### src/hdl/round_robin_delay_task_scheduler_defines.svh
// ============================================================================
// Round-robin delay task scheduler - assertion macros
// Shared assertion helpers, clocked on aclk and disabled while aresetn is low.
// ============================================================================
`ifndef ROUND_ROBIN_DELAY_TASK_SCHEDULER_DEFINES_SVH
`define ROUND_ROBIN_DELAY_TASK_SCHEDULER_DEFINES_SVH

// Same-cycle implication check
`define RRDS_CHECK(label, ante, cons) \
    label: assert property (@(posedge aclk) disable iff (!aresetn) (ante) |-> (cons)) \
        else $error("scheduler check failed");

// Next-cycle implication check
`define RRDS_CHECK_NEXT(label, ante, cons) \
    label: assert property (@(posedge aclk) disable iff (!aresetn) (ante) |=> (cons)) \
        else $error("scheduler sequence check failed");

`endif

### src/hdl/rrds_pkg.sv
// ============================================================================
// rrds_pkg
// Types and constants for the round-robin delay task scheduler.
// ============================================================================
package rrds_pkg;

    // Default number of tasks
    localparam int TASK_COUNT_DEF = 8;

    // Field widths
    localparam int CMD_W      = 2;
    localparam int DELAY_W    = 16;
    localparam int TASK_IDX_W = 3;
    localparam int TICK_W     = 13;

    // Stream widths (fields packed from bit 0, padded to bytes)
    localparam int S_TDATA_W = 24;
    localparam int M_TDATA_W = 8;

    // ms -> ticks: x / 10 == (x * 52429) >> 19 for every 16-bit x
    localparam int          PROD_W      = 32;
    localparam int          DIV10_SHIFT = 19;
    localparam logic [15:0] DIV10_MUL   = 16'd52429;

    // Request kinds
    typedef enum logic [CMD_W-1:0] {
        CMD_TICK  = 2'd0,
        CMD_DELAY = 2'd1,
        CMD_LOAD  = 2'd2
    } cmd_t;

    // Sequencer states
    typedef enum logic [2:0] {
        ST_IDLE,
        ST_WRITE,
        ST_TICK,
        ST_SEARCH,
        ST_DONE
    } state_t;

endpackage

### src/hdl/round_robin_delay_task_scheduler.sv
// ============================================================================
// round_robin_delay_task_scheduler
// Cooperative round-robin scheduler with a 10 ms delay timer per task.
// ============================================================================
// One request at a time goes through a small sequencer that shares a single
// read port, decrementer and zero compare across the task timers, visiting one
// task per cycle. A tick request sweeps every task timer, then re-runs the
// ready search when the block is idle. A delay request, dropped while idle,
// writes the running task's timer and then searches from the next task;
// load and unused requests go straight to the result. The input is ready
// only while the sequencer is idle; a finished result waits in the output
// register and does not block the next request.
// tuser carries the request kind (0 tick, 1 delay and yield, 2 load task).
// ============================================================================
`include "round_robin_delay_task_scheduler_defines.svh"

module round_robin_delay_task_scheduler #(
    parameter int TASK_COUNT = rrds_pkg::TASK_COUNT_DEF
) (
    input  logic                           aclk,
    input  logic                           aresetn,
    // Request channel
    input  logic                           s_tvalid,
    output logic                           s_tready,
    input  logic [rrds_pkg::S_TDATA_W-1:0] s_tdata,  // [15:0] delay_ms, [18:16] task_index
    input  logic [rrds_pkg::CMD_W-1:0]     s_tuser,  // [1:0] command
    // Result channel
    output logic                           m_tvalid,
    input  logic                           m_tready,
    output logic [rrds_pkg::M_TDATA_W-1:0] m_tdata   // [2:0] running_task, [3] idle
);

    localparam int IDX_W = (TASK_COUNT > 1) ? $clog2(TASK_COUNT) : 1;
    localparam logic [IDX_W-1:0] LAST_IDX = IDX_W'(TASK_COUNT - 1);

    // State and datapath registers
    rrds_pkg::state_t                     state_reg, state_next;
    logic [rrds_pkg::TICK_W-1:0]          ticks_reg [TASK_COUNT];
    logic [rrds_pkg::TICK_W-1:0]          ticks_next[TASK_COUNT];
    logic [IDX_W-1:0]                     current_reg, current_next;
    logic                                 waiting_reg, waiting_next;
    logic [IDX_W-1:0]                     idx_reg, idx_next;
    logic [IDX_W-1:0]                     cnt_reg, cnt_next;
    logic [rrds_pkg::PROD_W-1:0]          prod_reg, prod_next;
    logic                                 m_valid_reg, m_valid_next;
    logic [rrds_pkg::TASK_IDX_W-1:0]      run_reg, run_next;
    logic                                 idle_reg, idle_next;

    logic                                 s_accept;
    logic [rrds_pkg::TICK_W-1:0]          idx_ticks;
    logic [IDX_W-1:0]                     idx_inc;
    logic [IDX_W-1:0]                     current_inc;
    logic [rrds_pkg::TASK_IDX_W-1:0]      req_task;
    logic [IDX_W-1:0]                     load_idx;

    assign s_tready = (state_reg == rrds_pkg::ST_IDLE);
    assign s_accept = s_tvalid && s_tready;

    assign m_tvalid = m_valid_reg;
    assign m_tdata  = {{(rrds_pkg::M_TDATA_W - rrds_pkg::TASK_IDX_W - 1){1'b0}},
                       idle_reg, run_reg};

    // Shared read port and index wrap logic
    assign idx_ticks   = ticks_reg[idx_reg];
    assign idx_inc     = (idx_reg == LAST_IDX) ? '0 : idx_reg + 1'b1;
    assign current_inc = (current_reg == LAST_IDX) ? '0 : current_reg + 1'b1;
    assign req_task    = s_tdata[rrds_pkg::DELAY_W +: rrds_pkg::TASK_IDX_W];
    assign load_idx    = IDX_W'(req_task);

    // State register and control state
    always_ff @(posedge aclk) begin
        if (!aresetn) begin
            state_reg   <= rrds_pkg::ST_IDLE;
            current_reg <= '0;
            waiting_reg <= 1'b0;
            idx_reg     <= '0;
            cnt_reg     <= '0;
            m_valid_reg <= 1'b0;
            for (int i = 0; i < TASK_COUNT; i++) begin
                ticks_reg[i] <= '0;
            end
        end else begin
            state_reg   <= state_next;
            current_reg <= current_next;
            waiting_reg <= waiting_next;
            idx_reg     <= idx_next;
            cnt_reg     <= cnt_next;
            m_valid_reg <= m_valid_next;
            for (int i = 0; i < TASK_COUNT; i++) begin
                ticks_reg[i] <= ticks_next[i];
            end
        end
    end

    // Payload registers
    always_ff @(posedge aclk) begin
        prod_reg <= prod_next;
        run_reg  <= run_next;
        idle_reg <= idle_next;
    end

    // Sequencer: next state and datapath updates
    always_comb begin
        state_next   = state_reg;
        ticks_next   = ticks_reg;
        current_next = current_reg;
        waiting_next = waiting_reg;
        idx_next     = idx_reg;
        cnt_next     = cnt_reg;
        prod_next    = prod_reg;
        run_next     = run_reg;
        idle_next    = idle_reg;
        m_valid_next = m_valid_reg;

        // Result taken downstream
        if (m_valid_reg && m_tready) begin
            m_valid_next = 1'b0;
        end

        unique case (state_reg)
            rrds_pkg::ST_IDLE: begin
                if (s_accept) begin
                    // ms to ticks by reciprocal multiply
                    prod_next = rrds_pkg::PROD_W'(s_tdata[rrds_pkg::DELAY_W-1:0])
                              * rrds_pkg::PROD_W'(rrds_pkg::DIV10_MUL);
                    unique case (s_tuser)
                        rrds_pkg::CMD_TICK: begin
                            idx_next   = '0;
                            state_next = rrds_pkg::ST_TICK;
                        end
                        rrds_pkg::CMD_DELAY: begin
                            // no running task can yield while idle
                            state_next = waiting_reg ? rrds_pkg::ST_DONE
                                                     : rrds_pkg::ST_WRITE;
                        end
                        rrds_pkg::CMD_LOAD: begin
                            if (int'(req_task) < TASK_COUNT) begin
                                ticks_next[load_idx] = '0;
                            end
                            state_next = rrds_pkg::ST_DONE;
                        end
                        default: begin
                            state_next = rrds_pkg::ST_DONE;
                        end
                    endcase
                end
            end

            rrds_pkg::ST_WRITE: begin
                // load current task's timer, then search from the next task
                ticks_next[current_reg] =
                    prod_reg[rrds_pkg::DIV10_SHIFT +: rrds_pkg::TICK_W];
                idx_next   = current_inc;
                cnt_next   = '0;
                state_next = rrds_pkg::ST_SEARCH;
            end

            rrds_pkg::ST_TICK: begin
                // decrement one nonzero timer per cycle
                if (idx_ticks != '0) begin
                    ticks_next[idx_reg] = idx_ticks - 1'b1;
                end
                if (idx_reg == LAST_IDX) begin
                    if (waiting_reg) begin
                        idx_next   = current_inc;
                        cnt_next   = '0;
                        state_next = rrds_pkg::ST_SEARCH;
                    end else begin
                        state_next = rrds_pkg::ST_DONE;
                    end
                end else begin
                    idx_next = idx_inc;
                end
            end

            rrds_pkg::ST_SEARCH: begin
                // one candidate per cycle, current task tried last
                if (idx_ticks == '0) begin
                    current_next = idx_reg;
                    waiting_next = 1'b0;
                    state_next   = rrds_pkg::ST_DONE;
                end else if (cnt_reg == LAST_IDX) begin
                    waiting_next = 1'b1;
                    state_next   = rrds_pkg::ST_DONE;
                end else begin
                    idx_next = idx_inc;
                    cnt_next = cnt_reg + 1'b1;
                end
            end

            rrds_pkg::ST_DONE: begin
                // hand the result to the output register once it is free
                if (!m_valid_reg || m_tready) begin
                    m_valid_next = 1'b1;
                    run_next     = rrds_pkg::TASK_IDX_W'(current_reg);
                    idle_next    = waiting_reg;
                    state_next   = rrds_pkg::ST_IDLE;
                end
            end

            default: begin
                state_next = rrds_pkg::ST_IDLE;
            end
        endcase
    end

    // Checks
    `RRDS_CHECK(a_running_task_ready,
                (state_reg == rrds_pkg::ST_IDLE) && !waiting_reg,
                ticks_reg[current_reg] == '0)
    `RRDS_CHECK(a_idx_in_range, 1'b1,
                (int'(idx_reg) < TASK_COUNT) && (int'(cnt_reg) < TASK_COUNT))
    `RRDS_CHECK_NEXT(a_tick_starts_sweep,
                     s_accept && (s_tuser == rrds_pkg::CMD_TICK),
                     (state_reg == rrds_pkg::ST_TICK) && (idx_reg == '0))

endmodule

### config.mk
export PLATFORM = sky130hd
export DESIGN_NAME = round_robin_delay_task_scheduler
export DESIGN_NICKNAME = d
export VERILOG_FILES = /design/src/hdl/rrds_pkg.sv /design/src/hdl/round_robin_delay_task_scheduler.sv
export VERILOG_INCLUDE_DIRS = /design/src /design/src/hdl
export SDC_FILE = /design/constraint.sdc
export NUM_CORES = 1
export LEC_CHECK = 0
export ABC_AREA = 1
export BUFFER_PORTS_ARGS = -buffer_cell sky130_fd_sc_hd__buf_2
export CORE_MARGIN = 10
export CORE_UTILIZATION = 35
export CTS_CLUSTER_SIZE = 24
export DETAILED_ROUTE_END_ITERATION = 8
export SLEW_MARGIN = 20
export SYNTH_ARGS = -nofsm -noshare
export SYNTH_HDL_FRONTEND = slang
export SYNTH_SLANG_ARGS = --single-unit
export TNS_END_PERCENT = 30
### constraint.sdc
create_clock -name aclk -period 6.4 [get_ports aclk]
set_input_delay 1.28 -clock aclk [delete_from_list [all_inputs] [get_ports aclk]]
set_output_delay 1.28 -clock aclk [all_outputs]
set_load 0.01 [all_outputs]
==> impl_metrics.csv, run 1 <==
group,metric,value,unit
worst_setup_path,kind_of_start_point_of_the_critical_path,"input pin",
route,drt-initial-drc-count,1629,
sta,rsz0062_at_grt,"false",
global_routing,pin_count_of_the_biggest_net_entering_global_routing,64,
finish,flip_flop_and_latch_area,0.00287,mm²
pwr,pwr-share-seq,18.4,%
floorplan,die_x,224,µm
global_routing,total_gr_overflow,0,
place,io_buffer_count,30,
floorplan,die_height,224,µm
yosys,netlist.top_cell.by_area,"sky130_fd_sc_hd__dfxtp_1",
floorplan,coreArea,0.0410,mm²
pwr,netSwitchingPower,3.68,mW
cts,cts_root_buffer,"sky130_fd_sc_hd__clkbuf_16",
pwr,ir_drop,0.215,mV
route,via_per_inst,5.33,
cts,cts_post_setup_buffers_inserted,0,
global_routing,gr-usage-all-layers,18.2,%
global_routing,grt_pass1_vias,14000,
place,place_ws,0.132,ns
sta,timing.setup.tns,0,ns
worst_setup_path,timing.critical_path.required,6.59,ns
yosys,post_synth_main_area_contributors,"sky130_fd_sc_hd__dfxtp_1, sky130_fd_sc_hd__nand2_1, sky130_fd_sc_hd__ha_1",
place,hpwl,34.2,mm
cts,tritoncts_num_sinks,135,
worst_setup_path,critical_path.max_fanout,5,
cts,cts_buffer_depth,2,
floorplan,starting_utilization_of_the_core_area,35.6,%
finish,layout.cells.most_common,"sky130_fd_sc_hd__nand2_1",
finish,largest_register_ffs,104,
sta,skew,0.0104,ns
route,vias,14500,
worst_hold_path,min_path_type,"register to register",
sta,timing.final.ws_setup,0.506,ns
place,detailed_place.area,0.0152,mm²
yosys,syn_area_per_cell,6.68,µm²
yosys,synthesis.area,0.0146,mm²
global_routing,grt_pass1_wl,74.0,mm
worst_setup_path,critPathArrivalTime,6.08,ns
finish,multi_input_comb_area,0.00995,mm²
global_routing,antenna_found_initial,0,
yosys,synth_async_sr_flop_share,0,%
yosys,synthCells,2189,
route,drt-wirelength-per-cell,17.1,µm
sta,tightestPinTransition,1.05,ns
floorplan,core.rowCount,74,
finish,layout-area-overhead-vs-synth,7.77,%
finish,post_route_cells_drive_above_1_share,5.52,%
pwr,total_leakage_power,7.46,nW
finish,nNetsFinal,2424,
cts,clk_latency,0.44,ns
yosys,synth_top_cell_area_share,16.2,%
worst_setup_path,ff2ff_setup_slack,1.89,ns
finish,nFillCells,4338,
sta,hold_viol,0,
floorplan,design.die.area,0.0503,mm²
yosys,synth_enable_flop_cells,17,
floorplan,top_level_ports,40,
sta,setup_viol,0,
finish,mostFrequentLayoutCells,"sky130_fd_sc_hd__nand2_1, sky130_fd_sc_hd__inv_1, sky130_fd_sc_hd__a21oi_1",
outcome,run_status,"finished clean",
cts,clk_pin_slew_worst_paths,0.07,ns
pwr,power.share.combinational,67.1,%
sta,report.final.slew_viol_count,0,
sta,max_freq,170,MHz
yosys,synth_cell_types,48,
cts,cts-buffers-inserted,17,
cts,cts.hold.buffers_added,0,
pwr,power.internal,3.13,mW
route,detail_route.wirelength,46.5,mm
yosys,synthesis_warning_total,0,
finish,antenna-diode-count,0,
place,global_placement_routability_congestion,0.923,
route,drcViolationCount,0,
run,maxCapViolations,0,
route,drtAntennaViolNets,0,
worst_setup_path,timing_worst_setup_path_type,"input pin to register",
cts,cts_resized,0,
worst_setup_path,endpoint_kind,"register",
yosys,ys_ff_latch,135,
sta,post-route-period-util,92.1,%
sta,final_period_minus_worst_setup_slack,5.89,ns
pwr,netSwitchingFraction,54.1,%
sta,worst_slew_margin_rel,29.7,%
cts,h-tree-depth,4,
yosys,synth-seq-area-share,19.7,%
cts,tritoncts,"yes",
route,firstDrtPassIters,6,
finish,stdcell_area,0.0157,mm²
yosys,synthFlopType,"sky130_fd_sc_hd__dfxtp_1",
pwr,share_of_total_power_in_the_clock_network,14.5,%
pwr,p_per_area,432,mW/mm²
power by group through the flow:
stage                     sequential (mW)  clock (mW)  combinational (mW)
after floorplan                      1.17           0                3.36
after global placement               1.26           0                4.45
after detailed placement             1.26           0                4.50
after CTS                            1.24       0.998                4.53
after global routing                 1.26        1.04                5.18
final                                1.25       0.989                4.57
layer usage:
metal  GRT usage (%)  up-vias  wire length, µm
li1                -     7088                -
met1            23.3     6766            20000
met2            31.0      555            22400
met3            2.00       95             2910
met4            6.51        0             1210
met5               0        -                0
critical path, stage by stage:
cell                      delay (ns)
sky130_fd_sc_hd__buf_2          0.14
sky130_fd_sc_hd__ha_1           0.41
sky130_fd_sc_hd__inv_1          0.09
sky130_fd_sc_hd__fa_1           0.52
sky130_fd_sc_hd__inv_1          0.05
sky130_fd_sc_hd__fa_1           0.50
sky130_fd_sc_hd__fa_1           0.43
sky130_fd_sc_hd__fa_1           0.49
sky130_fd_sc_hd__inv_1          0.05
sky130_fd_sc_hd__fa_1           0.47
sky130_fd_sc_hd__inv_1          0.04
sky130_fd_sc_hd__ha_1           0.32
sky130_fd_sc_hd__nand2_1        0.08
sky130_fd_sc_hd__inv_1          0.08
sky130_fd_sc_hd__nand2_1        0.07
sky130_fd_sc_hd__nor3_1         0.26
sky130_fd_sc_hd__nand4_1        0.15
sky130_fd_sc_hd__nand3_1        0.18
sky130_fd_sc_hd__a21oi_1        0.12
sky130_fd_sc_hd__o21ai_0        0.24
sky130_fd_sc_hd__xor2_1         0.10
logic make-up after synthesis:
group	count (synthesis)	share of synthesized area, %
AO/OA/AOI/OAI	455	18.0
adder cells (fa/ha/maj)	216	22.6
AND/OR/NAND/NOR	913	26.1
buffers and inverters	447	12.3
other	1	0.0257
XOR/XNOR	22	1.32
flip-flops	135	19.7
per-stage QoR:
stage / utilization, % / total power [mW] / std cells / hold WS, ns
after floorplan: - / 4.53 / 2192 / 0.441
after global placement: 37.0 / 5.71 / 2691 / 0.449
after detailed placement: 37.0 / 5.76 / 2691 / 0.454
after CTS: 38.4 / 6.77 / 2723 / 0.464
after global routing: 38.4 / 7.48 / 2723 / 0.478
final: 38.4 / 6.81 / 2723 / 0.464
cells in the mapped netlist, types with 9 or more instances:
library cell and number:
sky130_fd_sc_hd__o22ai_1 31, sky130_fd_sc_hd__nand3b_1 12, sky130_fd_sc_hd__nand2_1 604, sky130_fd_sc_hd__edfxtp_1 17, sky130_fd_sc_hd__ha_1 137, sky130_fd_sc_hd__buf_2 21, sky130_fd_sc_hd__o221ai_1 12, sky130_fd_sc_hd__clkbuf_1 45
sky130_fd_sc_hd__fa_1 79, sky130_fd_sc_hd__o21bai_1 14, sky130_fd_sc_hd__a22oi_1 48, sky130_fd_sc_hd__buf_6 10, sky130_fd_sc_hd__o211ai_1 13, sky130_fd_sc_hd__nand3_2 9, sky130_fd_sc_hd__a21oi_1 196, sky130_fd_sc_hd__nand3_1 119
sky130_fd_sc_hd__nor2_1 131, sky130_fd_sc_hd__inv_1 345, sky130_fd_sc_hd__dfxtp_1 118, sky130_fd_sc_hd__o21ai_1 19, sky130_fd_sc_hd__xor2_1 16, sky130_fd_sc_hd__nand4_1 15, sky130_fd_sc_hd__o21ai_0 91
worst paths after layout:
check	cells past startpoint	to	start
worst max-delay path	21	prod_reg[27]	s_tdata[3]
worst min-delay path	2	ticks_reg[65]	ticks_reg[65]
worst max register to register	20	ticks_reg[86]	idx_reg[0]
worst min register to register	2	ticks_reg[65]	ticks_reg[65]
cell type report:
type                            count  share of cell area (%)
Clock buffer                       17                    2.70
Multi-Input combinational cell   1610                    63.2
Tap cell                          532                    4.23
Sequential cell                   135                    18.2
Clock inverter                     15                   0.906
Inverter                          358                    8.53
Timing Repair Buffer               56                    2.19
Power figures use the tool's default switching activity.
==> run 2, diff against run 1 <==
--- a/config.mk
+++ b/config.mk
@@ -6,7 +6,6 @@
 export SDC_FILE = /design/constraint.sdc
 export NUM_CORES = 1
 export LEC_CHECK = 0
-export ABC_AREA = 1
 export BUFFER_PORTS_ARGS = -buffer_cell sky130_fd_sc_hd__buf_2
 export CORE_MARGIN = 10
 export CORE_UTILIZATION = 35
==> impl_metrics.csv, run 2 <==
group,metric,value,unit
sta,report.final.slew_viol_count,0,
global_routing,pin_count_of_the_biggest_net_entering_global_routing,52,
place,detailed_place.area,0.0129,mm²
sta,rsz0062_at_grt,"false",
route,firstDrtPassIters,6,
cts,cts_root_buffer,"sky130_fd_sc_hd__clkbuf_16",
finish,layout.cells.most_common,"sky130_fd_sc_hd__inv_1",
pwr,netSwitchingPower,2.21,mW
pwr,total_leakage_power,5.76,nW
finish,flip_flop_and_latch_area,0.00287,mm²
sta,timing.final.ws_setup,0.297,ns
worst_setup_path,kind_of_start_point_of_the_critical_path,"input pin",
yosys,synthFlopType,"sky130_fd_sc_hd__dfxtp_1",
floorplan,die_height,206,µm
finish,nNetsFinal,1622,
yosys,syn_area_per_cell,9.11,µm²
global_routing,total_gr_overflow,0,
sta,tightestPinTransition,1.23,ns
finish,stdcell_area,0.0136,mm²
finish,layout-area-overhead-vs-synth,12.4,%
cts,clk_latency,0.44,ns
place,place_ws,-0.240,ns
sta,hold_viol,0,
pwr,netSwitchingFraction,42.5,%
floorplan,core.rowCount,68,
yosys,synth-seq-area-share,23.8,%
cts,clk_pin_slew_worst_paths,0.07,ns
cts,cts_post_setup_buffers_inserted,0,
route,detail_route.wirelength,36.2,mm
yosys,synthesis.area,0.0121,mm²
route,drtAntennaViolNets,0,
pwr,ir_drop,0.202,mV
yosys,synth_enable_flop_cells,17,
sta,final_period_minus_worst_setup_slack,6.10,ns
global_routing,antenna_found_initial,0,
worst_setup_path,endpoint_kind,"register",
outcome,run_status,"finished clean",
finish,mostFrequentLayoutCells,"sky130_fd_sc_hd__inv_1, sky130_fd_sc_hd__ha_1, sky130_fd_sc_hd__dfxtp_1",
yosys,synth_async_sr_flop_share,0,%
finish,nFillCells,3466,
pwr,share_of_total_power_in_the_clock_network,20.0,%
place,io_buffer_count,30,
sta,max_freq,164,MHz
worst_setup_path,critical_path.max_fanout,3,
sta,setup_viol,0,
yosys,post_synth_main_area_contributors,"sky130_fd_sc_hd__dfxtp_1, sky130_fd_sc_hd__ha_1, sky130_fd_sc_hd__fa_1",
floorplan,design.die.area,0.0424,mm²
sta,worst_slew_margin_rel,18.0,%
pwr,p_per_area,383,mW/mm²
cts,h-tree-depth,4,
pwr,pwr-share-seq,22.1,%
yosys,synth_top_cell_area_share,19.5,%
worst_setup_path,timing.critical_path.slowest_stage_cell,"sky130_fd_sc_hd__fa_1",
place,hpwl,27.5,mm
floorplan,coreArea,0.0343,mm²
yosys,ys_ff_latch,135,
yosys,synth_cell_types,92,
finish,multi_input_comb_area,0.00821,mm²
cts,tritoncts,"yes",
yosys,synth_commonest_cells,"sky130_fd_sc_hd__inv_1, sky130_fd_sc_hd__ha_1, sky130_fd_sc_hd__dfxtp_1, sky130_fd_sc_hd__nand2_1, sky130_fd_sc_hd__o21ai_0",
place,global_placement_routability_congestion,0.940,
route,via_per_inst,5.59,
worst_setup_path,timing.critical_path.required,6.59,ns
finish,post_route_cells_drive_above_1_share,12.7,%
global_routing,grt_pass1_vias,10300,
place,dpl.cell_count,1812,
floorplan,die_x,206,µm
route,vias,10300,
route,drt-initial-drc-count,912,
yosys,synth.most_common_cell,"sky130_fd_sc_hd__inv_1",
worst_hold_path,min_path_type,"register to register",
worst_setup_path,critPathArrivalTime,6.29,ns
cts,cts-buffers-inserted,17,
sta,skew,0.0143,ns
finish,antenna-diode-count,0,
cts,tritoncts_num_sinks,135,
yosys,synthesis_warning_total,0,
route,drcViolationCount,0,
sta,post-route-period-util,95.4,%
pwr,power.share.combinational,57.9,%
floorplan,top_level_ports,40,
cts,cts_buffer_depth,2,
worst_setup_path,timing_worst_setup_path_type,"input pin to register",
global_routing,gr-usage-all-layers,17.1,%
worst_setup_path,critical_path_cell_sequence,"buf_2 > ha_1 > xor2_1 > ha_1 > fa_1 > inv_1 > fa_1 > inv_1 > fa_1 > inv_1 > fa_1 > inv_1 > ha_1 > buf_4 > a211oi_1 > o211ai_1 > a21oi_1 > o31ai_2 > a31oi_1 > buf_4 > o211ai_1 > a21oi_1 > xnor2_1",
route,drt-wirelength-per-cell,19.6,µm
run,maxCapViolations,0,
pwr,power.internal,2.99,mW
finish,largest_register_ffs,104,
floorplan,starting_utilization_of_the_core_area,35.3,%
yosys,synthCells,1327,
global_routing,grt_pass1_wl,57.3,mm
worst_setup_path,critical-path-max-stage-delay,0.51,ns
finish,final_cell_count_no_fill,1844,
yosys,netlist.top_cell.by_area,"sky130_fd_sc_hd__dfxtp_1",
sta,timing.setup.tns,0,ns
## run 2: cell families (layout without fill, tap and decap cells)
group	Yosys count	after routing	synth area share, %
simple gates	284	284	11.2
fa+ha+maj	216	216	27.3
xor+xnor	34	34	2.53
flops	135	135	23.8
buf+inv	244	303	8.66
compound gates	367	367	21.7
mux	46	46	4.90
other cells	1	4	0.0310
## run 2: worst paths after layout
kind / depth (start not counted) / from / endpoint / slack [ns]
hold reg to reg: 2 / ticks_reg[5] / ticks_reg[5] / 0.45
setup / recovery: 23 / s_tdata[4] / prod_reg[29] / 0.30
setup reg to reg: 13 / idx_reg[1] / ticks_reg[86] / 1.81
hold / removal: 2 / ticks_reg[5] / ticks_reg[5] / 0.45
## run 2: power by group through the flow
stage               clock, mW  sequential (mW)  combinational, mW
floorplan                   0             1.03               2.15
global placement            0             1.15               2.92
detailed placement          0             1.16               2.98
CTS                      1.05             1.14               3.00
global route             1.09             1.15               3.43
finish                   1.04             1.15               3.01
## run 2: final cells by class
type	instances	share of cell area, %
inverter	172	4.75
multi-input combinational	951	60.4
clock inverter	13	1.17
clock buffer	19	3.42
sequential	135	21.1
tap	455	4.19
timing repair buffer	99	4.92
## run 2: metrics by stage
stage | hold WS, ns | total power [mW] | util (%)
floorplan | 0.416 | 3.18 | -
finish | 0.452 | 5.20 | 39.6
global placement | 0.431 | 4.08 | 37.8
detailed placement | 0.441 | 4.14 | 37.8
CTS | 0.455 | 5.19 | 39.6
global route | 0.471 | 5.68 | 39.6
## run 2: critical path, delay by kind of cell
kind,cells,cell delay (ns)
xor gates and xnor gates,2,0.24
adders and majority gates,7,2.85
AOI/OAI and AO/OA,7,1.30
buffers and inverters,7,0.62
## run 2: per-layer routing
layer | global-route usage, % | vias to the layer above | wire length, µm
li1 | - | 4841 | -
met1 | 22.2 | 4967 | 15800
met3 | 3.24 | 82 | 2530
met2 | 27.7 | 417 | 16700
met4 | 6.31 | 0 | 1150
met5 | 0 | - | 0
## run 2: what timing repair did
item                                    CTS  global route
resized for setup                         0             3
endpoints found under the setup margin    0             5
hold buffers                              0             0
